<file path="src/hdl/wpts_pkg.sv">
// shared types and constants for the world point to screen projection core
// no dependencies
package wpts_pkg;

  localparam int FracBitsDefault = 16;
  localparam int WinWidth        = 14;
  localparam int DataWidth       = 32;
  localparam int CfgIndexWidth   = 1;

  localparam logic [WinWidth-1:0] WidthReset  = 14'd1920;
  localparam logic [WinWidth-1:0] HeightReset = 14'd1080;

  localparam logic [CfgIndexWidth-1:0] RegWindowWidth  = 1'b0;
  localparam logic [CfgIndexWidth-1:0] RegWindowHeight = 1'b1;

  localparam logic FuncWriteCoef = 1'b0;
  localparam logic FuncProject   = 1'b1;

  typedef struct packed {
    logic               func;
    logic [3:0]         coef_index;
    logic signed [31:0] coef_value;
    logic signed [31:0] point_x;
    logic signed [31:0] point_y;
    logic signed [31:0] point_z;
  } in_item_t;

  typedef struct packed {
    logic               visible;
    logic signed [31:0] screen_x;
    logic signed [31:0] screen_y;
  } out_item_t;

  // controller to datapath commands
  typedef struct packed {
    logic       load_point;  // capture point
    logic       coef_write;  // store coefficient from input
    logic       acc_clear;   // clear accumulator, preload translation
    logic       mac_mul;     // register product of selected terms
    logic       mac_add;     // add registered product into accumulator
    logic [1:0] term;        // 0..2 = x,y,z
    logic [1:0] row;         // 0 = x, 1 = y, 2 = w
    logic       clip_store;  // saturate accumulator into clip row
    logic       div_start;   // start division of clip row by w
    logic       div_sel;     // 0 = x, 1 = y
    logic       map_mul;     // register screen products
    logic       map_fin;     // form screen value
    logic       out_load;    // load output register
  } ctrl_cmd_t;

  // datapath to controller status
  typedef struct packed {
    logic w_ok;
    logic div_busy;
  } ctrl_sts_t;

endpackage

</file>
<file path="src/hdl/wpts_ctrl.sv">
// controller: sequences coefficient writes and projections, runs the handshake
// depends on wpts_pkg
module wpts_ctrl (
  input  logic                clk,
  input  logic                rst,
  input  logic                in_valid,
  output logic                in_stall,
  input  logic                in_func,
  output logic                out_valid,
  input  logic                out_stall,
  output wpts_pkg::ctrl_cmd_t cmd,
  input  wpts_pkg::ctrl_sts_t sts
);

  typedef enum logic [3:0] {
    S_IDLE, S_CLR, S_MUL, S_ADD, S_STORE, S_CHECK, S_DIV, S_WAIT,
    S_MAP, S_FIN, S_OUT, S_HOLD
  } state_t;

  state_t     state;
  logic [1:0] row, term;
  logic       dsel;
  logic       accept;

  // take an item when idle and no result is held under a stall
  assign in_stall = !(state == S_IDLE && !(out_valid && out_stall));
  assign accept   = in_valid && !in_stall;

  always_comb begin
    cmd = '0;
    cmd.row     = row;
    cmd.term    = term;
    cmd.div_sel = dsel;
    case (state)
      S_IDLE: begin
        cmd.load_point = accept && in_func == wpts_pkg::FuncProject;
        cmd.coef_write = accept && in_func == wpts_pkg::FuncWriteCoef;
      end
      S_CLR:   cmd.acc_clear = 1'b1;
      S_MUL:   cmd.mac_mul = 1'b1;
      S_ADD:   cmd.mac_add = 1'b1;
      S_STORE: cmd.clip_store = 1'b1;
      S_DIV:   cmd.div_start = 1'b1;
      S_MAP:   cmd.map_mul = 1'b1;
      S_FIN:   cmd.map_fin = 1'b1;
      S_OUT:   cmd.out_load = 1'b1;
      S_CHECK: cmd.out_load = !sts.w_ok;
      default: ;
    endcase
  end

  always_ff @(posedge clk) begin
    if (rst) begin
      state     <= S_IDLE;
      out_valid <= 1'b0;
      row       <= '0;
      term      <= '0;
      dsel      <= 1'b0;
    end else begin
      if (out_valid && !out_stall) out_valid <= 1'b0;
      case (state)
        S_IDLE: begin
          if (accept && in_func == wpts_pkg::FuncProject) begin
            state <= S_CLR;
            row   <= 2'd0;
            term  <= 2'd0;
          end
        end
        S_CLR: state <= S_MUL;
        S_MUL: state <= S_ADD;
        S_ADD: begin
          if (term == 2'd2) begin
            state <= S_STORE;
          end else begin
            term  <= term + 2'd1;
            state <= S_MUL;
          end
        end
        S_STORE: begin
          term <= 2'd0;
          if (row == 2'd2) begin
            state <= S_CHECK;
          end else begin
            row   <= row + 2'd1;
            state <= S_CLR;
          end
        end
        S_CHECK: begin
          dsel <= 1'b0;
          if (sts.w_ok) state <= S_DIV;
          else state <= S_HOLD;
        end
        S_DIV:  state <= S_WAIT;
        S_WAIT: if (!sts.div_busy) state <= S_MAP;
        S_MAP:  state <= S_FIN;
        S_FIN:  state <= S_OUT;
        S_OUT: begin
          if (dsel) begin
            state <= S_HOLD;
          end else begin
            dsel  <= 1'b1;
            state <= S_DIV;
          end
        end
        S_HOLD: begin
          if (!(out_valid && out_stall)) begin
            out_valid <= 1'b1;
            state     <= S_IDLE;
          end
        end
        default: state <= S_IDLE;
      endcase
    end
  end

endmodule

</file>
<file path="config.mk">
export PLATFORM = sky130hd
export DESIGN_NAME = wpts_ctrl
export DESIGN_NICKNAME = d
export VERILOG_FILES = /design/src/hdl/wpts_pkg.sv /design/src/hdl/wpts_ctrl.sv
export SDC_FILE = /design/constraint.sdc
export NUM_CORES = 1
export LEC_CHECK = 0
export BUFFER_PORTS_ARGS = -buffer_cell sky130_fd_sc_hd__clkbuf_2
export CORE_UTILIZATION = 44
export CTS_BUF_LIST = sky130_fd_sc_hd__clkbuf_16
export DETAILED_ROUTE_END_ITERATION = 10
export GPL_TIMING_DRIVEN = 1
export PLACE_DENSITY = 0.73
export SYNTH_ARGS = -nofsm -noshare
export SYNTH_HDL_FRONTEND = slang
export SYNTH_SLANG_ARGS = --single-unit
</file>
<file path="constraint.sdc">
create_clock -name clk -period 1.5 [get_ports clk]
set_input_delay 0.075 -clock clk [delete_from_list [all_inputs] [get_ports clk]]
set_output_delay 0.075 -clock clk [all_outputs]
set_load 0.1 [all_outputs]
</file>
### After elaboration in Yosys (flattened, before gate mapping)

Index checks and enable logic that the tools add are counted.

* equal/unequal tests: 18
* add/subtract/negate cells: 2
* bitwise logic cells: 1
* muxes and demuxes: 26
* reduce and logical (&&, ||, !) cells: 17

Operator list (count)
* case mux 4 bit (12 select lines): 1
* two-way mux 4 bit: 5
* == test 4 x 3 -> 1 bit (second input constant): 4
* == test 4 bit (second input constant): 4
* two-way mux 1 bit: 10
* AND reduction 3 bit: 3
* == test 4 x 2 -> 1 bit (second input constant): 2
* two-way mux 2 bit: 4
* != test 2 bit (second input constant): 4
* logical AND 1 bit: 6
* two-way mux 3 bit: 2
* case mux 2 bit (3 select lines): 1
* adder 2 x 1 -> 2 bit (second input constant): 2
* == test 2 bit (second input constant): 2
* == test 4 x 1 -> 1 bit (second input constant): 1
* zero test 1 bit: 4
* zero test 4 bit: 1
* case mux 1 bit (2 select lines): 2
* case mux 2 bit (2 select lines): 1
* nonzero test 2 bit: 2
* nonzero test 3 bit: 1
* != test 2 x 1 -> 1 bit (second input constant): 1
* NOT 1 bit: 1

* register bits: 10
* input port bits: 7
* output and inout bits: 17

### Longest topological paths before layout

Gate-level depths: netlist of the first run.

* depth after elaboration: 7
* mapped depth: 6
* depth with buffers taken out: 6

### Least setup slack after synthesis of the first run

No wires, ideal clock.

* kind: register to register
* start point: register state[3]
* end point: register term[0]
* data arrival time: 3130 ps
* buffers on the path: 1
* library setup time: 79 ps
* period minus slack after synthesis: 3208 ps
* required time: 1421 ps
* setup slack: -1708 ps
* cell stages (with the launch flop): 5
* cell sequence: dfxtp_1 -> clkbuf_1 -> nor3_1 -> nand3_1 -> mux2i_1

* cells in the longest elaborated chain, start to end: 6

RTL lines
* start: declaration: line wpts_ctrl.sv:20 `state_t state;`
* start signal: assignment: line wpts_ctrl.sv:54 `state <= S_IDLE;`
* start signal: assignment: line wpts_ctrl.sv:64 `state <= S_CLR;`
* start signal: assignment: line wpts_ctrl.sv:69 `S_CLR: state <= S_MUL;`
* zero test 4 bit: line wpts_ctrl.sv:26, wpts_ctrl.sv:61
* logical AND 1 bit: line wpts_ctrl.sv:26 `assign in_stall = !(state == S_IDLE && !(out_valid && out_stall));`
* logical AND 1 bit: line wpts_ctrl.sv:27 `assign accept = in_valid && !in_stall;`
* logical AND 1 bit: line wpts_ctrl.sv:63 `if (accept && in_func == wpts_pkg::FuncProject) begin`
* != test 2 x 1 -> 1 bit (no source line)
* AND reduction 3 bit (no source line)
* end signal: assignment: line wpts_ctrl.sv:75 `term <= term + 2'd1;`
* end: declaration: line wpts_ctrl.sv:21 `logic [1:0] row, term;`

Parallel ways exist; a longest one is shown, timed or not.
A chain may end at the register's enable or synchronous reset.

==> impl_results.md, run 1 <==
* Status: finished with violations
* Failing checks: DRC
* Worst EP arrival at 1.40 ns
* Vias in the first global route at 804
* Psw at 0.000325 W
* Post-route ant nets at 0
* Syn Nets at 116
* Avg Cell Area, Syn at 7.06 sq um
* Slowest stage cell, crit path: dfxtp_4
* Slew @ Worst Pin at 0.544 ns
* Commonest cells post-synth: nor2_1 (16), nand2_1 (14), dfxtp_1 (10)
* Pint at 0.000727 W
* Die Area at 1890 sq um
* Hold/Removal Path Class: input port to flop
* Vias at 896
* CTS tree: yes
* Clock sinks at 10
* First-pass GRT wire length at 3.62 mm
* Syn Std Cell Area at 756 sq um
* Final worst slack at 0.0208 ns
* Clk pwr share at 45.7%
* # port buffers at 23
* Fin. max-slew vios at 0
* Pleak at 0.515 nW
* HPWL after DPL at 1.58 mm
* Area Growth Syn to Fin at 75.8%
* Most common cell in the netlist: nor2_1
* Critical path peak fanout at 15
* Clock transition at path regs at 0.04 ns
* Finish-stage setup viols at 0
* Sw frac at 30.9%
* Post-Syn Instances at 107
* CTS Buf Count at 3
* Worst-path cell chain: nor2_1, and3_4, and3_2, buf_12
* Sequential area share after synthesis at 26.5%
* Min Hold Slack at 0.116 ns
* DR DRC count at 3
* Setup crit end kind: output pin
* Core ar. at 1560 sq um
* N_diodes at 0
* Post-synth EDFFs at 0
* FF-to-FF path depth at 4
* Max Clock Skew at 0.00138 ns
* I/O pin total at 24
* Hold Path Depth at 2
* Top cell type's share of synthesized area at 26.5%
* Area leader, netlist: dfxtp_1
* Final nets at 147
* Unique masters post-synth at 34
* Worst skew pair latency at 0.24 ns
* Pre-CTS setup slack at 0.0488 ns
* Die X at 43.4 um
* Worst VDD drop at 0.000695 V
* Global route total overflow at 0
* Max_cap viols at 0
* Number of placement rows at 14
* Critical Path RT at 1.42 ns
* Rel. slew slack at 63.9%
* Tmin final at 1.48 ns
* Hold buffers post-CTS at 0
* First-pass DRT Iterations at 7
* Fraction of layout instances using a drive strength above 1 at 46.0%
* Pin count of the biggest net entering global routing at 16
* Clk root buf: clkbuf_16
* Initial core utilization at 48.5%
* Drt wl/cell at 14.9 um
* CP Class: flop to output pin
* Clk buf depth at 2
* Detailed Route Iter0 Violations at 44
* RSZ-0062 raised after global routing: yes
* Number of fill cells in the layout at 94
* Max Freq at 0.676 GHz
* Register bit total from synthesis at 10
* Placer Congestion at 0.897
* Pwr dens at 792 nW/um^2
* Post-synth ARST share at 0%
* Top cells by area, synth: dfxtp_1 (26%), nor2_1 (7.9%), nand2_1 (7.0%), nand2b_1 (6.6%), inv_1 (3.5%)
* Initial antenna violation count at 0
* GR Util All Layers at 26.0%
* Final Hold Vio Count at 0
* CP Launch Type: flop
* Placed Cells at 148
* Finished Layout Cells at 153
* Synthesis Warnings at 0
* DR vias/cell at 5.86
* Seq pwr share at 25.5%
* Slowest stage delay, CP at 0.40 ns
* Fin crit share at 98.6%
* Final WL at 2.28 mm
* Gate power share at 28.8%
* CTS H-Tree Depth at 1
* Die Span Y at 43.4 um
* Top_reg_cell synth: dfxtp_1
* Final Util at 85.2%
-- timing repair --
action / in CTS / in global routing
endpoints found under the setup margin: 4 / 6
setup buffers: 0 / 1
pin swaps: 0 / 3
resized for setup: 7 / 4
-- power by group through the flow --
| stage | clock network (W) | logic (W) | registers (W) |
|---|---|---|---|
| final | 0.000481 | 0.000303 | 0.000269 |
| after global routing | 0.000496 | 0.000313 | 0.000269 |
| after CTS | 0.000477 | 0.000293 | 0.000269 |
| after detailed placement | 0 | 0.000278 | 0.000274 |
| after global placement | 0 | 0.000274 | 0.000274 |
| after floorplan | 0 | 0.000195 | 0.000278 |
-- critical path: cells and delay by family, from the launching register on --
| family | cells | cell delay [ns] |
|---|---|---|
| buffers and inverters | 1 | 0.17 |
| DFF | 1 | 0.40 |
| and+or+nand+nor | 3 | 0.59 |
-- layout make-up --
class	instances	area (sq um)	share of cell area, %
Clock buffer	3	75.1	5.65
Clock inverter	1	3.75	0.282
Inverter	7	26.3	1.98
Multi-Input combinational cell	83	623	46.9
Sequential cell	10	218	16.4
Tap cell	16	20.0	1.51
Timing Repair Buffer	33	363	27.3
-- flip-flops by register name, indices dropped and copies added, names as in the netlist --
signal / count
dsel: 1
out_valid: 1
row: 2
state: 4
term: 2
-- per-stage QoR --
step / power [W] / setup TNS, ns / instance area (sq um)
after CTS: 0.00104 / 0 / 1310
final: 0.00105 / 0 / 1330
after global routing: 0.00108 / -0.0313 / 1330
after floorplan: 0.000473 / -0.736 / 900
after detailed placement: 0.000553 / 0 / 1200
after global placement: 0.000548 / 0 / 1200
-- cells by family (layout without fill, tap and decap cells) --
group           after synthesis  count (layout)  synth area share, %
simple gates                 56              56                 36.6
buf+inv                      14              44                 8.78
compound gates               23              23                 22.2
fa+ha+maj                     2               2                 3.31
flops                        10              10                 26.5
mux                           2               2                 2.65
-- layer usage --
layer / wire (um) / global-route usage (%) / vias to the layer above
li1: - / - / 436
met1: 933 / 33.0 / 402
met2: 1090 / 41.8 / 52
met3: 216 / 6.67 / 6
met4: 38 / 11.3 / 0
met5: 0 / 0 / -
-- path summary, 6_finish.rpt --
check           start  endpoint  slack (ns)
max          state[2]   cmd[14]        0.02
max reg2reg  state[0]   term[1]        0.08
min reg2reg   term[1]   term[1]        0.47
min               rst      dsel        0.12
-- cells in the final DEF, fill, tap and decap left out, types with 3 or more instances in the layout --
cell and n:
nor2_1 10, a21oi_1 4, buf_4 8, dfxtp_4 3, o21ai_0 5, nor2_4 6, nor3_4 3, buf_12 11
nand2b_1 5, clkbuf_16 3, clkbuf_2 12, dfxtp_2 5, inv_1 7, nand2_1 13, a31oi_1 3
Note: power is estimated with default switching activity, not from simulation.
==> run 2, diff against run 1 <==
- CTS_CLUSTER_DIAMETER: unset -> 100
- MAX_ROUTING_LAYER: unset -> met4
==> run 2 against run 1 <==
Effect of this change: the flow still finishes with violations (DRC); non-clock buffer count down 1; flip-flop and latch count stayed put; core utilization increased by 0.080 points; critical endpoint is now cmd[0]; design area about the same; first-iteration DRC count grew 4.5%; sequential power is essentially flat; via count down 0.89%; wire length decreased by 4.1%; critical path type unchanged; cell count shrank 0.65%; die area unchanged; sequential share of layout area is essentially flat.
==> impl_results.md, run 2 (synthesized netlist as in run 1, its figures left out) <==
* Fraction of layout instances using a drive strength above 1 at 47.1% (+1.1 points)
* Critical path peak fanout at 15 (unchanged)
* Slew @ Worst Pin at 0.544 ns (+0.00000411 ns)
* Core ar. at 1560 sq um (unchanged)
* Clk buf depth at 2 (unchanged)
* Top Family by Delay on Critical Path: flip-flops
* First-pass GRT wire length at 3.35 mm (-7.4%)
* Worst-path cell chain: nand2b_1, buf_4, o32ai_4, buf_12
* Area Growth Syn to Fin at 76.0% (about the same)
* Worst EP arrival at 1.39 ns (about the same)
* Initial antenna violation count at 0 (unchanged)
* Power Total at 0.00104 W (-1.3%)
* Hold/Removal Path Class: input port to flop
* Pleak at 0.510 nW (-0.83%)
* DR vias/cell at 5.84 (-0.24%)
* HPWL after DPL at 1.57 mm (-1.0%)
* Rel. slew slack at 63.9% (about the same)
* Worst skew pair latency at 0.24 ns (about the same)
* Clock transition at path regs at 0.04 ns (about the same)
* Detailed Route Iter0 Violations at 46 (+4.5%)
* Slowest stage delay, CP at 0.40 ns (about the same)
* R2R Setup Slk at 0.06 ns (-0.02 ns)
* Global route total overflow at 0 (unchanged)
* CP Launch Type: flop
* Worst path bufs/invs at 2 (+1)
* Final nets at 146 (-0.68%)
* Worst VDD drop at 0.000751 V (+8.0%)
* Slowest stage cell, crit path: dfxtp_4
* Max_cap viols at 0 (unchanged)
* Critical Path RT at 1.42 ns (about the same)
* Tmin final at 1.46 ns (-0.0166 ns)
* Placer Congestion at 0.912 (+1.7%)
* Die X at 43.4 um (unchanged)
* CTS tree: yes
* Pwr dens at 781 nW/um^2 (-1.4%)
* Failing checks: DRC
* CP Class: flop to output pin
* Clk root buf: clkbuf_16
* CTS Buf Count at 3 (unchanged)
* RSZ-0062 raised after global routing: yes
* # port buffers at 23 (unchanged)
* Drt wl/cell at 14.4 um (-3.4%)
* DR DRC count at 4 (+1)
* CTS H-Tree Depth at 1 (unchanged)
* Fin crit share at 97.5% (-1.1 points)
* Setup crit end kind: output pin
* Min Hold Slack at 0.108 ns (-0.00823 ns)
* Initial core utilization at 48.5% (unchanged)
* Die Area at 1890 sq um (unchanged)
* Finish-stage setup viols at 0 (unchanged)
* Post-route ant nets at 0 (unchanged)
* Hold buffers post-CTS at 0 (unchanged)
* Setup TNS at 0 ns (unchanged)
* Vias in the first global route at 795 (-1.1%)
* Largest registers: state x4, row x2, term x2
* Number of placement rows at 14 (unchanged)
* Max Freq at 0.684 GHz (+1.1%)
* Pin count of the biggest net entering global routing at 16 (unchanged)
* First-pass DRT Iterations at 7 (unchanged)
* Final WL at 2.19 mm (-4.1%)
* N_diodes at 0 (unchanged)
* Max Clock Skew at 0.00149 ns (+0.000106 ns)
* Fin. max-slew vios at 0 (unchanged)
* Max reg flops at 4 (unchanged)
* Vias at 888 (-0.89%)
* Commonest non-fill, non-tap cells in the layout: nand2_1 (12), clkbuf_2 (12), buf_12 (11), nor2_1 (9)
* Status: finished with violations
* Register with the most flip-flops: state
* Final Hold Vio Count at 0 (unchanged)
* I/O pin total at 24 (unchanged)
* Die Span Y at 43.4 um (unchanged)
* GR Util All Layers at 24.9% (-1.2 points)
* Number of fill cells in the layout at 78 (-17%)
* Clock sinks at 10 (unchanged)
run 2: layout make-up:
cell class / count / area [sq um] / area share [%]
Clock buffer: 3 / 75.1 / 5.64
Clock inverter: 1 / 3.75 / 0.282
Inverter: 7 / 26.3 / 1.98
Multi-Input combinational cell: 83 / 632 / 47.5
Sequential cell: 10 / 218 / 16.4
Tap cell: 16 / 20.0 / 1.51
Timing Repair Buffer: 32 / 355 / 26.7
run 2: per-stage QoR:
step                instance area (sq um)  utilization, %  setup WS (ns)  instances
finish                               1330            85.3         0.0374        152
detailed placement                   1200            77.0         0.0397        148
floorplan                             900               -         -0.204        107
CTS                                  1310            83.9        0.00886        152
global route                         1330            85.3        -0.0227        152
global placement                     1200            77.0         0.0730        148
run 2: report_power, final:
part,internal [W],switching (W)
combinational,0.000109,0.000188
clock,0.000349,0.000123
sequential,0.000267,0.00000235
run 2: worst paths after layout:
check / start / depth (start not counted) / end
setup / recovery: state[2] / 4 / cmd[0]
hold / removal: rst / 2 / dsel
setup reg to reg: state[0] / 4 / term[1]
hold reg to reg: term[1] / 2 / term[1]
run 2: worst register-to-register path, delay by kind of cell, from the launching register on:
family | cells | cell delay [ns]
mux | 1 | 0.20
flops | 1 | 0.31
simple gates | 2 | 0.67
compound gates | 1 | 0.19
run 2: routing by layer:
layer | global-route usage [%] | part of all wire [%] | up-vias | wire, um
li1 | - | - | 430 | -
met1 | 31.2 | 43 | 408 | 940
met2 | 39.4 | 48 | 45 | 1050
met3 | 5.00 | 8.1 | 5 | 178
met4 | 9.38 | 1.0 | 0 | 22
met5 | - | 0 | - | 0
run 2: repair_timing:
item	in CTS	in global routing
gates resized for setup	8	6
setup endpoints to repair	7	5
setup buffers	0	0
pin swaps	0	5
